$ cat config.mk
export PLATFORM = sky130hd
export DESIGN_NAME = light_sensor_readout_sequencer_top
export DESIGN_NICKNAME = d
export VERILOG_FILES = /design/src/rtl/lsrs_pkg.sv /design/src/rtl/lsrs_ctrl.sv /design/src/rtl/lsrs_dp.sv /design/src/rtl/light_sensor_readout_sequencer_top.sv
export SDC_FILE = /design/constraint.sdc
export NUM_CORES = 2
export LEC_CHECK = 0
export BUFFER_PORTS_ARGS = -buffer_cell sky130_fd_sc_hd__clkbuf_2
export CAP_MARGIN = 20
export CORE_AREA = 2 2 325 327
export CTS_BUF_LIST = sky130_fd_sc_hd__clkbuf_8
export DETAILED_ROUTE_END_ITERATION = 16
export DIE_AREA = 0 0 327 329
export GPL_TIMING_DRIVEN = 0
export PLACE_DENSITY = 0.82
export SYNTH_ARGS = -nofsm -noshare
export SYNTH_HDL_FRONTEND = slang
export SYNTH_SLANG_ARGS = --single-unit
$ cat constraint.sdc
create_clock -name clk -period 13.75 [get_ports clk]
set_input_delay 0 -clock clk [delete_from_list [all_inputs] [get_ports clk]]
set_output_delay 0 -clock clk [all_outputs]
set_load 0.02 [all_outputs]
$ cat src/rtl/lsrs_pkg.sv
// ----------------------------------------------------------------------------
// lsrs_pkg: shared types and constants for the light sensor readout sequencer
// Event and result word layouts, sequencer states, datapath command/status.
// ----------------------------------------------------------------------------
package lsrs_pkg;

	localparam int LUX_FRAC_BITS = 12;
	localparam int QUO_W = 32;
	localparam int CNT_W = $clog2(QUO_W);
	localparam int TG_W = 23;                 // time_ms * gain, max 600*9876
	localparam int DEN_W = 16 + TG_W;
	localparam int NUM_W = 32 + 9;            // d*d*408
	localparam int DIV_W = DEN_W + QUO_W;
	localparam int CFG_IDX_W = 1;
	localparam int CFG_DATA_W = 3;

	localparam logic [1:0] MODE_TICK = 2'd0;
	localparam logic [1:0] MODE_OK   = 2'd1;
	localparam logic [1:0] MODE_ERR  = 2'd2;
	localparam logic [1:0] MODE_REQ  = 2'd3;

	localparam logic [CFG_IDX_W-1:0] CFG_GAIN  = 1'b0;
	localparam logic [CFG_IDX_W-1:0] CFG_INTEG = 1'b1;

	localparam logic [7:0] CMD_BIT     = 8'hA0;
	localparam logic [4:0] REG_ENABLE  = 5'h00;
	localparam logic [4:0] REG_CONTROL = 5'h01;
	localparam logic [4:0] REG_STATUS  = 5'h13;
	localparam logic [4:0] REG_CH0     = 5'h14;
	localparam logic [7:0] EN_ON       = 8'h03;
	localparam logic [7:0] EN_OFF      = 8'h01;
	localparam logic [8:0] LUX_DF      = 9'd408;
	// ceil(2^38/5): x*M >> 38 is floor(x/5) for any x below 2^38
	localparam logic [35:0] DIV5_M     = 36'hC_CCCC_CCCD;

	typedef enum logic [3:0] {
		SQ_UNCONF, SQ_CONFIGURING, SQ_IDLE, SQ_REQUESTED, SQ_ENABLING, SQ_ENABLED,
		SQ_POLLING, SQ_DATA_READY, SQ_READING, SQ_RECEIVED, SQ_DIS_PEND, SQ_DISABLING
	} seq_t;

	typedef enum logic [3:0] {
		PH_IDLE, PH_EXEC, PH_MUL1, PH_MUL2, PH_DIVL_INIT, PH_DIVL, PH_SMOOTH,
		PH_DIVS, PH_FIN
	} ph_t;

	typedef struct packed {
		logic [1:0]  mode;
		logic        bus_idle;
		logic [31:0] read_data;
	} in_t;

	typedef struct packed {
		logic        issue;
		logic        is_read;
		logic [7:0]  command_byte;
		logic [7:0]  write_byte;
		logic [2:0]  byte_count;
		logic        request_accepted;
		logic        started;
		logic        ready_res;
		logic        result_valid;
		logic [15:0] full_count;
		logic [15:0] ir_count;
		logic [31:0] lux_smoothed;
	} out_t;

	typedef struct packed {
		logic load_in;
		logic exec;
		logic cfg_we;
		logic mul1;
		logic mul2;
		logic lux_init;
		logic div_step;
		logic lux_store;
		logic smooth_init;
		logic smooth_store;
	} dp_cmd_t;

	typedef struct packed {
		logic deliver;
		logic lux_ok;
		logic sat;
		logic smooth_zero;
		logic div_last;
	} dp_sts_t;

	function automatic logic [TG_W-1:0] tg_lookup(input logic [1:0] g, input logic [2:0] t);
		logic [13:0] gv;
		logic [9:0]  tv;
		case (g)
			2'd0: gv = 14'd1;
			2'd1: gv = 14'd25;
			2'd2: gv = 14'd428;
			default: gv = 14'd9876;
		endcase
		case (t)
			3'd1: tv = 10'd200;
			3'd2: tv = 10'd300;
			3'd3: tv = 10'd400;
			3'd4: tv = 10'd500;
			3'd5: tv = 10'd600;
			default: tv = 10'd100;
		endcase
		return TG_W'(gv) * TG_W'(tv);
	endfunction

endpackage

$ cat src/rtl/lsrs_ctrl.sv
// ----------------------------------------------------------------------------
// lsrs_ctrl: phase controller
// Handshakes, result slot tracking and sequencing of the lux arithmetic.
// ----------------------------------------------------------------------------
module lsrs_ctrl import lsrs_pkg::*; (
	input  logic    clk,
	input  logic    arst_n,
	input  logic    in_valid,
	output logic    in_ready,
	output logic    out_valid,
	input  logic    out_ready,
	input  logic    cfg_valid,
	output logic    cfg_ready,
	input  dp_sts_t sts,
	output dp_cmd_t cmd
);

	ph_t  ph_q, ph_n;
	logic out_valid_q;
	logic slot_free;

	assign slot_free = !out_valid_q || out_ready;
	assign out_valid = out_valid_q;
	assign cfg_ready = 1'b1;

	always_ff @(posedge clk or negedge arst_n) begin
		if (!arst_n) begin
			ph_q <= PH_IDLE;
			out_valid_q <= 1'b0;
		end else begin
			ph_q <= ph_n;
			if (cmd.exec)
				out_valid_q <= 1'b1;
			else if (out_ready)
				out_valid_q <= 1'b0;
		end
	end

	always_comb begin
		ph_n = ph_q;
		case (ph_q)
			PH_IDLE:      if (in_valid) ph_n = PH_EXEC;
			PH_EXEC: begin
				if (sts.deliver)
					ph_n = sts.lux_ok ? PH_MUL1 : PH_SMOOTH;
				else if (slot_free)
					ph_n = PH_IDLE;
			end
			PH_MUL1:      ph_n = PH_MUL2;
			PH_MUL2:      ph_n = PH_DIVL_INIT;
			PH_DIVL_INIT: ph_n = sts.sat ? PH_SMOOTH : PH_DIVL;
			PH_DIVL:      if (sts.div_last) ph_n = PH_SMOOTH;
			PH_SMOOTH:    ph_n = sts.smooth_zero ? PH_FIN : PH_DIVS;
			PH_DIVS:      ph_n = PH_FIN;
			PH_FIN:       if (slot_free) ph_n = PH_IDLE;
			default:      ph_n = PH_IDLE;
		endcase
	end

	always_comb begin
		cmd = '0;
		in_ready = 1'b0;
		cmd.cfg_we = cfg_valid;
		case (ph_q)
			PH_IDLE: begin
				in_ready = 1'b1;
				cmd.load_in = in_valid;
			end
			PH_EXEC:      cmd.exec = !sts.deliver && slot_free;
			PH_MUL1:      cmd.mul1 = 1'b1;
			PH_MUL2:      cmd.mul2 = 1'b1;
			PH_DIVL_INIT: cmd.lux_init = 1'b1;
			PH_DIVL: begin
				cmd.div_step = 1'b1;
				cmd.lux_store = sts.div_last;
			end
			PH_SMOOTH:    cmd.smooth_init = 1'b1;
			PH_DIVS:      cmd.smooth_store = 1'b1;
			PH_FIN:       cmd.exec = slot_free;
			default: ;
		endcase
	end

	a_accept_exec: assert property (@(posedge clk) disable iff (!arst_n)
		in_valid && in_ready |=> ph_q == PH_EXEC)
		else $error("accepted word not executed");
	a_exec_shows: assert property (@(posedge clk) disable iff (!arst_n)
		cmd.exec |=> out_valid_q)
		else $error("result word lost");
	a_no_overwrite: assert property (@(posedge clk) disable iff (!arst_n)
		cmd.exec |-> (!out_valid_q || out_ready))
		else $error("result word overwritten");

endmodule

$ cat src/rtl/lsrs_dp.sv
// ----------------------------------------------------------------------------
// lsrs_dp: sequencer datapath
// Sensor sequencing state, result register, multipliers, lux divider, div-by-5.
// ----------------------------------------------------------------------------
module lsrs_dp import lsrs_pkg::*; (
	input  logic                  clk,
	input  logic                  arst_n,
	input  dp_cmd_t               cmd,
	output dp_sts_t               sts,
	input  in_t                   in_data,
	input  logic [CFG_IDX_W-1:0]  cfg_index,
	input  logic [CFG_DATA_W-1:0] cfg_data,
	output out_t                  out_data
);

	logic [1:0]        gain_q;
	logic [2:0]        integ_q;
	seq_t              seq_q, seq_n;
	logic [4:0]        ptr_q, ptr_n;
	logic [15:0]       full_q, ir_q, full_n, ir_n;
	logic [31:0]       last_lux_q, smooth_q;
	in_t               in_q;
	out_t              res_q, r;
	logic [31:0]       dd_q;
	logic [NUM_W-1:0]  num_q;
	logic [DEN_W-1:0]  den_q;
	logic [DIV_W-1:0]  rem_q, dsh_q, numf, den_top;
	logic [QUO_W-1:0]  quo_q, quo_nxt;
	logic [CNT_W-1:0]  cnt_q;
	logic [15:0]       diff;
	logic [34:0]       s4;
	logic [52:0]       sm_lo_q, sm_hi;
	logic [70:0]       sm_prod;
	logic              ge;
	logic [4:0]        tgt;

	assign out_data = res_q;
	assign diff = (full_q > ir_q) ? full_q - ir_q : ir_q - full_q;
	assign numf = DIV_W'({num_q, {LUX_FRAC_BITS{1'b0}}});
	assign den_top = {den_q, {QUO_W{1'b0}}};
	assign ge = rem_q >= dsh_q;
	assign quo_nxt = {quo_q[QUO_W-2:0], ge};
	assign s4 = {1'b0, smooth_q, 2'b00} + 35'(last_lux_q);
	// s4 / 5 by reciprocal multiply, low half of the product registered first
	assign sm_hi = s4 * DIV5_M[35:18];
	assign sm_prod = {sm_hi, 18'd0} + 71'(sm_lo_q);
	assign tgt = (seq_q == SQ_ENABLED) ? REG_STATUS : REG_CH0;

	assign sts.deliver = in_q.mode == MODE_TICK && seq_q == SQ_RECEIVED;
	assign sts.lux_ok = full_q != '0 && ir_q != '0;
	assign sts.sat = numf >= den_top;
	assign sts.smooth_zero = smooth_q == '0;
	assign sts.div_last = cnt_q == '0;

	// event decode
	always_comb begin
		r = '0;
		seq_n = seq_q;
		ptr_n = ptr_q;
		full_n = full_q;
		ir_n = ir_q;
		case (in_q.mode)
			MODE_TICK: begin
				case (seq_q)
					SQ_UNCONF: if (in_q.bus_idle) begin
						r.issue = 1'b1;
						r.command_byte = CMD_BIT | 8'(REG_CONTROL);
						r.write_byte = {2'b00, gain_q, 1'b0, integ_q};
						r.byte_count = 3'd1;
						ptr_n = REG_CONTROL;
						seq_n = SQ_CONFIGURING;
					end
					SQ_REQUESTED: if (in_q.bus_idle) begin
						r.issue = 1'b1;
						r.command_byte = CMD_BIT | 8'(REG_ENABLE);
						r.write_byte = EN_ON;
						r.byte_count = 3'd1;
						ptr_n = REG_ENABLE;
						seq_n = SQ_ENABLING;
					end
					SQ_ENABLED, SQ_DATA_READY: if (in_q.bus_idle) begin
						r.issue = 1'b1;
						r.command_byte = CMD_BIT | 8'(tgt);
						if (ptr_q == tgt) begin
							r.is_read = 1'b1;
							r.byte_count = (seq_q == SQ_ENABLED) ? 3'd1 : 3'd4;
							seq_n = (seq_q == SQ_ENABLED) ? SQ_POLLING : SQ_READING;
						end
					end
					SQ_RECEIVED: begin
						r.result_valid = 1'b1;
						r.full_count = full_q;
						r.ir_count = ir_q;
						r.lux_smoothed = smooth_q;
						seq_n = SQ_DIS_PEND;
					end
					SQ_DIS_PEND: if (in_q.bus_idle) begin
						r.issue = 1'b1;
						r.command_byte = CMD_BIT | 8'(REG_ENABLE);
						r.write_byte = EN_OFF;
						r.byte_count = 3'd1;
						ptr_n = REG_ENABLE;
						seq_n = SQ_DISABLING;
					end
					default: ;
				endcase
			end
			MODE_OK: begin
				case (seq_q)
					SQ_CONFIGURING: seq_n = SQ_IDLE;
					SQ_ENABLING:    seq_n = SQ_ENABLED;
					SQ_ENABLED:     ptr_n = REG_STATUS;
					SQ_POLLING:     seq_n = in_q.read_data[0] ? SQ_DATA_READY : SQ_ENABLED;
					SQ_DATA_READY:  ptr_n = REG_CH0;
					SQ_READING: begin
						full_n = in_q.read_data[15:0];
						ir_n = in_q.read_data[31:16];
						seq_n = SQ_RECEIVED;
					end
					SQ_DISABLING:   seq_n = SQ_IDLE;
					default: ;
				endcase
			end
			MODE_ERR: begin
				case (seq_q)
					SQ_CONFIGURING: seq_n = SQ_UNCONF;
					SQ_ENABLING:    seq_n = SQ_REQUESTED;
					SQ_POLLING:     seq_n = SQ_ENABLED;
					SQ_READING:     seq_n = SQ_DATA_READY;
					SQ_DISABLING:   seq_n = SQ_DIS_PEND;
					default: ;
				endcase
			end
			default: begin
				if (seq_q == SQ_IDLE) begin
					seq_n = SQ_REQUESTED;
					r.request_accepted = 1'b1;
				end
			end
		endcase
		r.started = seq_n != SQ_UNCONF && seq_n != SQ_CONFIGURING;
		r.ready_res = seq_n == SQ_IDLE;
	end

	// architectural state
	always_ff @(posedge clk or negedge arst_n) begin
		if (!arst_n) begin
			gain_q <= 2'd3;
			integ_q <= 3'd5;
			seq_q <= SQ_UNCONF;
			ptr_q <= '0;
			full_q <= '0;
			ir_q <= '0;
			last_lux_q <= '0;
			smooth_q <= '0;
		end else begin
			if (cmd.cfg_we) begin
				if (cfg_index == CFG_GAIN)
					gain_q <= cfg_data[1:0];
				else
					integ_q <= cfg_data;
				seq_q <= SQ_UNCONF;
			end else if (cmd.exec) begin
				seq_q <= seq_n;
			end
			if (cmd.exec) begin
				ptr_q <= ptr_n;
				full_q <= full_n;
				ir_q <= ir_n;
			end
			if (cmd.lux_init && sts.sat)
				last_lux_q <= '1;
			else if (cmd.lux_store)
				last_lux_q <= quo_nxt;
			if (cmd.smooth_init && sts.smooth_zero)
				smooth_q <= last_lux_q;
			else if (cmd.smooth_store)
				smooth_q <= sm_prod[69:38];
		end
	end

	// payload and arithmetic registers
	always_ff @(posedge clk) begin
		if (cmd.load_in)
			in_q <= in_data;
		if (cmd.exec)
			res_q <= r;
		if (cmd.mul1)
			dd_q <= diff * diff;
		if (cmd.mul2) begin
			num_q <= dd_q * LUX_DF;
			den_q <= full_q * tg_lookup(gain_q, integ_q);
		end
		if (cmd.smooth_init)
			sm_lo_q <= s4 * DIV5_M[17:0];
		if (cmd.lux_init) begin
			rem_q <= numf;
			dsh_q <= DIV_W'({den_q, {(QUO_W-1){1'b0}}});
			cnt_q <= '1;
		end else if (cmd.div_step) begin
			if (ge)
				rem_q <= rem_q - dsh_q;
			dsh_q <= dsh_q >> 1;
			quo_q <= quo_nxt;
			cnt_q <= cnt_q - 1'b1;
		end
	end

endmodule

$ cat src/rtl/light_sensor_readout_sequencer_top.sv
// ----------------------------------------------------------------------------
// light_sensor_readout_sequencer_top: I2C light sensor readout sequencer
// Turns bus events into transfer commands and delivers smoothed lux results.
// ----------------------------------------------------------------------------
// Words are accepted and executed one at a time into the result word. Delivery
// tick: two multiply stages, a 32-step restoring divide, a 1/5 multiply for
// smoothing, input held meanwhile; no divide if lux saturates, no multiply or
// divide if a count is zero, no 1/5 multiply if smoothed was zero. A waiting
// result stalls only the next word's execute step, not its accept.
// arst_n clears the sequencer to not configured, gain 9876x, 600 ms.
module light_sensor_readout_sequencer_top import lsrs_pkg::*; (
	input  logic                  clk,
	input  logic                  arst_n,
	// event channel
	input  logic                  in_valid,
	output logic                  in_ready,
	input  in_t                   in_data,
	// result channel
	output logic                  out_valid,
	input  logic                  out_ready,
	output out_t                  out_data,
	// register writes: index 0 gain code, index 1 integration code
	input  logic                  cfg_valid,
	output logic                  cfg_ready,
	input  logic [CFG_IDX_W-1:0]  cfg_index,
	input  logic [CFG_DATA_W-1:0] cfg_data
);

	dp_cmd_t cmd;
	dp_sts_t sts;

	// controller: handshakes and phase sequencing of the lux arithmetic
	lsrs_ctrl u_ctrl (
		.clk       (clk),
		.arst_n    (arst_n),
		.in_valid  (in_valid),
		.in_ready  (in_ready),
		.out_valid (out_valid),
		.out_ready (out_ready),
		.cfg_valid (cfg_valid),
		.cfg_ready (cfg_ready),
		.sts       (sts),
		.cmd       (cmd)
	);

	// datapath: sensor state, event decode, multipliers and divider
	lsrs_dp u_dp (
		.clk       (clk),
		.arst_n    (arst_n),
		.cmd       (cmd),
		.sts       (sts),
		.in_data   (in_data),
		.cfg_index (cfg_index),
		.cfg_data  (cfg_data),
		.out_data  (out_data)
	);

endmodule
==> metrics <==
result of the run finished, final reports clean; worst setup skew after layout 61.0 ps; number of flops mapped to enable cells by yosys 366; Crit path buffers/inverters 8; CP peak stage delay 620 ps; count of input and output buffers 128; placed instance count 8496; max-cap violations 0; Root Buffer Master sky130_fd_sc_hd__clkbuf_8; Synthesis Warnings 0; endpoint with the worst hold slack u_dp.integ_q[0]$_DFFE_PN1P_; mux share of post-synthesis cell area 1.48%; largest net degree at the start of global routing 104; initial standard-cell utilization of the core 64.5%; final count of hold timing violations 0; number of sinks on the clock net 546; Hold/Removal Path Class in2reg; clock insertion delay at the later pin of the skew report 770 ps; Synth Area in Adders 40.4%; arrival time at the worst endpoint 13470 ps; Finished Core Util 69.9%; fraction of final layout cells with drive strength greater than 1 5.94%; total number of nets in the final design 8995; synthesis-to-finish area growth 8.48%; leading cell type in the layout, fill and taps excluded sky130_fd_sc_hd__inv_1; number of buffers created by CTS 91; half-perimeter wire length after detailed placement 148000 um; unrepaired setup endpoints after global routing no; area of the die 108000 sq um; number of global-route vias before repair 54400; DRC marker count from the first detailed-route iteration 4146; DR vias 51700; startpoint of the worst-slack reg-to-reg timing path u_dp.integ_q[0]$_DFFE_PN1P_; total overflow reported by the global router 0; cell mode on critical path sky130_fd_sc_hd__fa_1; worst slew margin relative to its limit 17.3%; ranking of synthesized cells by area sky130_fd_sc_hd__fa_1 26%, sky130_fd_sc_hd__edfxtp_1 16%, sky130_fd_sc_hd__ha_1 15%; total track usage 34.8%; Worst Path Max Fanout 10; number of core rows 119; routability-driven placement congestion ratio 1.02; count of different cell masters after synthesis 101; Hold Crit Start cfg_data[0]; Std-Cell Core Area 104000 sq um; detailed-routing iteration count for the pre-antenna-repair pass 6; start-to-end type of the worst setup path reg2reg; fraction of registers with async set or reset after synthesis 20.9%; total DRC errors in the routed layout 0; top flip-flop cell by instance count after synthesis sky130_fd_sc_hd__edfxtp_1; global-route wire length before repair 292000 um; hold-critical path depth 3; Post-Syn Area per Cell 9.68 sq um; count of boundary I/O pins 136; most frequent cells in the layout 1436 x sky130_fd_sc_hd__inv_1, 860 x sky130_fd_sc_hd__fa_1, 797 x sky130_fd_sc_hd__ha_1, 496 x sky130_fd_sc_hd__nand2_1, 366 x sky130_fd_sc_hd__edfxtp_1; count of state elements after synthesis 546; Synth Instances 6954; Worst Path Required 14210 ps; Slew Limit Fails 0; kind of start point of the critical path register; Slew @ Worst Pin 1230 ps; aggregate routed wire length 185000 um; Clock Pin Slew Worst Setup and Hold Paths 70 ps; post-layout minimum cycle time 13010 ps; count of H-tree levels built during CTS 3; wire length per cell 21.1 um; CP endpoint kind register; area leader, netlist sky130_fd_sc_hd__fa_1; die extent in x 327 um; simple logic cell fraction of the synthesized area 11.3%; Final Non-Filler Cells 8763; proportion of synthesized chip area in sequential cells 22.5%; mapped cell area 67300 sq um; via/cell ratio 5.90; worst setup path start u_dp.integ_q[0]$_DFFE_PN1P_; Synth Area in Compound Gates 11.0%; initial antenna violation count 2; kind of cell adding the most delay to the critical path adder cells; Bufs on Longest Clock Path 3; Synth Area in XOR/XNOR 4.10%; total of endpoints with negative setup slack in the final report 0; CTS tree yes; worst r2r dst u_dp.den_q[38]$_DFFE_PP_; highest achievable clock rate 0.0768 GHz; portion of the clock cycle consumed by the worst path in the final layout 94.6%; area fraction of the dominant cell type after synthesis 25.6%; Detail Route Antenna Nets 0; Die Y 329 um; combinational family with the most area after synthesis adder cells; number of cells on the worst reg-to-reg path 47; number of logic stages on the critical path including buffering 47; Hold Slack 53.7 ps; slowest CP cell sky130_fd_sc_hd__fa_1; flop-to-flop setup slack 740 ps
[repair_timing]
item,in CTS,in global routing
hold buffers,89,0
endpoints found under the setup margin,4,6
buffers inserted,0,3
resized for setup,3,30
pin swaps,0,2
endpoints found under the hold margin,162,0
[worst min-delay path: cells and delay by family]
kind / cells / cell delay (ps)
mux: 1 / 140
buf+inv: 2 / 640
[layer usage]
metal | track usage, % | vias up | routed length, um
met5 | 0 | - | 0
met4 | 16.6 | 0 | 9330
met3 | 7.43 | 544 | 16200
met2 | 58.8 | 2331 | 88500
met1 | 42.8 | 25400 | 70500
li1 | - | 23400 | -
[cells by family after synthesis]
group / Yosys count
adder cells (fa/ha/maj): 1657
buffers and inverters: 1623
AND/OR/NAND/NOR: 1570
AO/OA/AOI/OAI: 1149
flip-flops: 546
XOR/XNOR: 313
multiplexers: 94
other: 2
[Yosys cell counts, drive strengths merged (62+ instances only)]
cell type	instances
inv	1410
fa	860
ha	797
nand2	498
edfxtp	366
nor2	333
a21oi	310
o21ai	288
and2	216
xnor2	204
clkbuf	181
a21o	151
dfrtp	110
nand3	109
xor2	109
nor3	86
dfxtp	66
nand2b	62
[state kept, by name (all words and copies together), names as in the netlist]
name	count
u_dp.out_data	82
u_dp.rem_q	71
u_dp.dsh_q	70
u_dp.den_q	37
u_dp.num_q	37
u_dp.in_q	35
u_dp.sm_lo_q	33
u_dp.last_lux_q	32
u_dp.smooth_q	32
u_dp.dd_q	31
u_dp.quo_q	31
u_dp.full_q	16
u_dp.ir_q	16
u_dp.cnt_q	5
u_ctrl.ph_q	4
u_dp.ptr_q	4
u_dp.seq_q	4
u_dp.integ_q	3
u_dp.gain_q	2
u_ctrl.out_valid	1
[through the flow]
stage | setup WS, ps | area, sq um | TNS (ps)
4_1_cts | 20.8 | 72900 | 0
3_5_place_dp | -592 | 70000 | -1450
5_1_grt | 14.1 | 73000 | 0
2_1_floorplan | 1990 | 67300 | 0
6_report | 737 | 73000 | 0
3_3_place_gp | -455 | 69700 | -1070
[cell type report]
class	count	area, sq um
Timing Repair Buffer	242	1870
Tap cell	1391	1740
Clock inverter	68	551
Clock buffer	102	1400
Fill cell	7742	31400
Buffer	213	866
Inverter	1410	5290
Multi-Input combinational cell	4790	46100
Antenna cell	1	2.50
Sequential cell	546	15200
[worst max path at each step]
stage | to | slack, ps
2_1_floorplan | u_dp.den_q[38]$_DFFE_PP_ | 1990
3_3_place_gp | u_dp.den_q[38]$_DFFE_PP_ | -460
3_5_place_dp | u_dp.den_q[38]$_DFFE_PP_ | -590
4_1_cts | u_dp.den_q[38]$_DFFE_PP_ | 20
5_1_grt | u_dp.den_q[38]$_DFFE_PP_ | 10
6_report | u_dp.den_q[38]$_DFFE_PP_ | 740
Power is not shown: default switching activity piles up to over one toggle a cycle in this logic, so the estimate is an artifact.
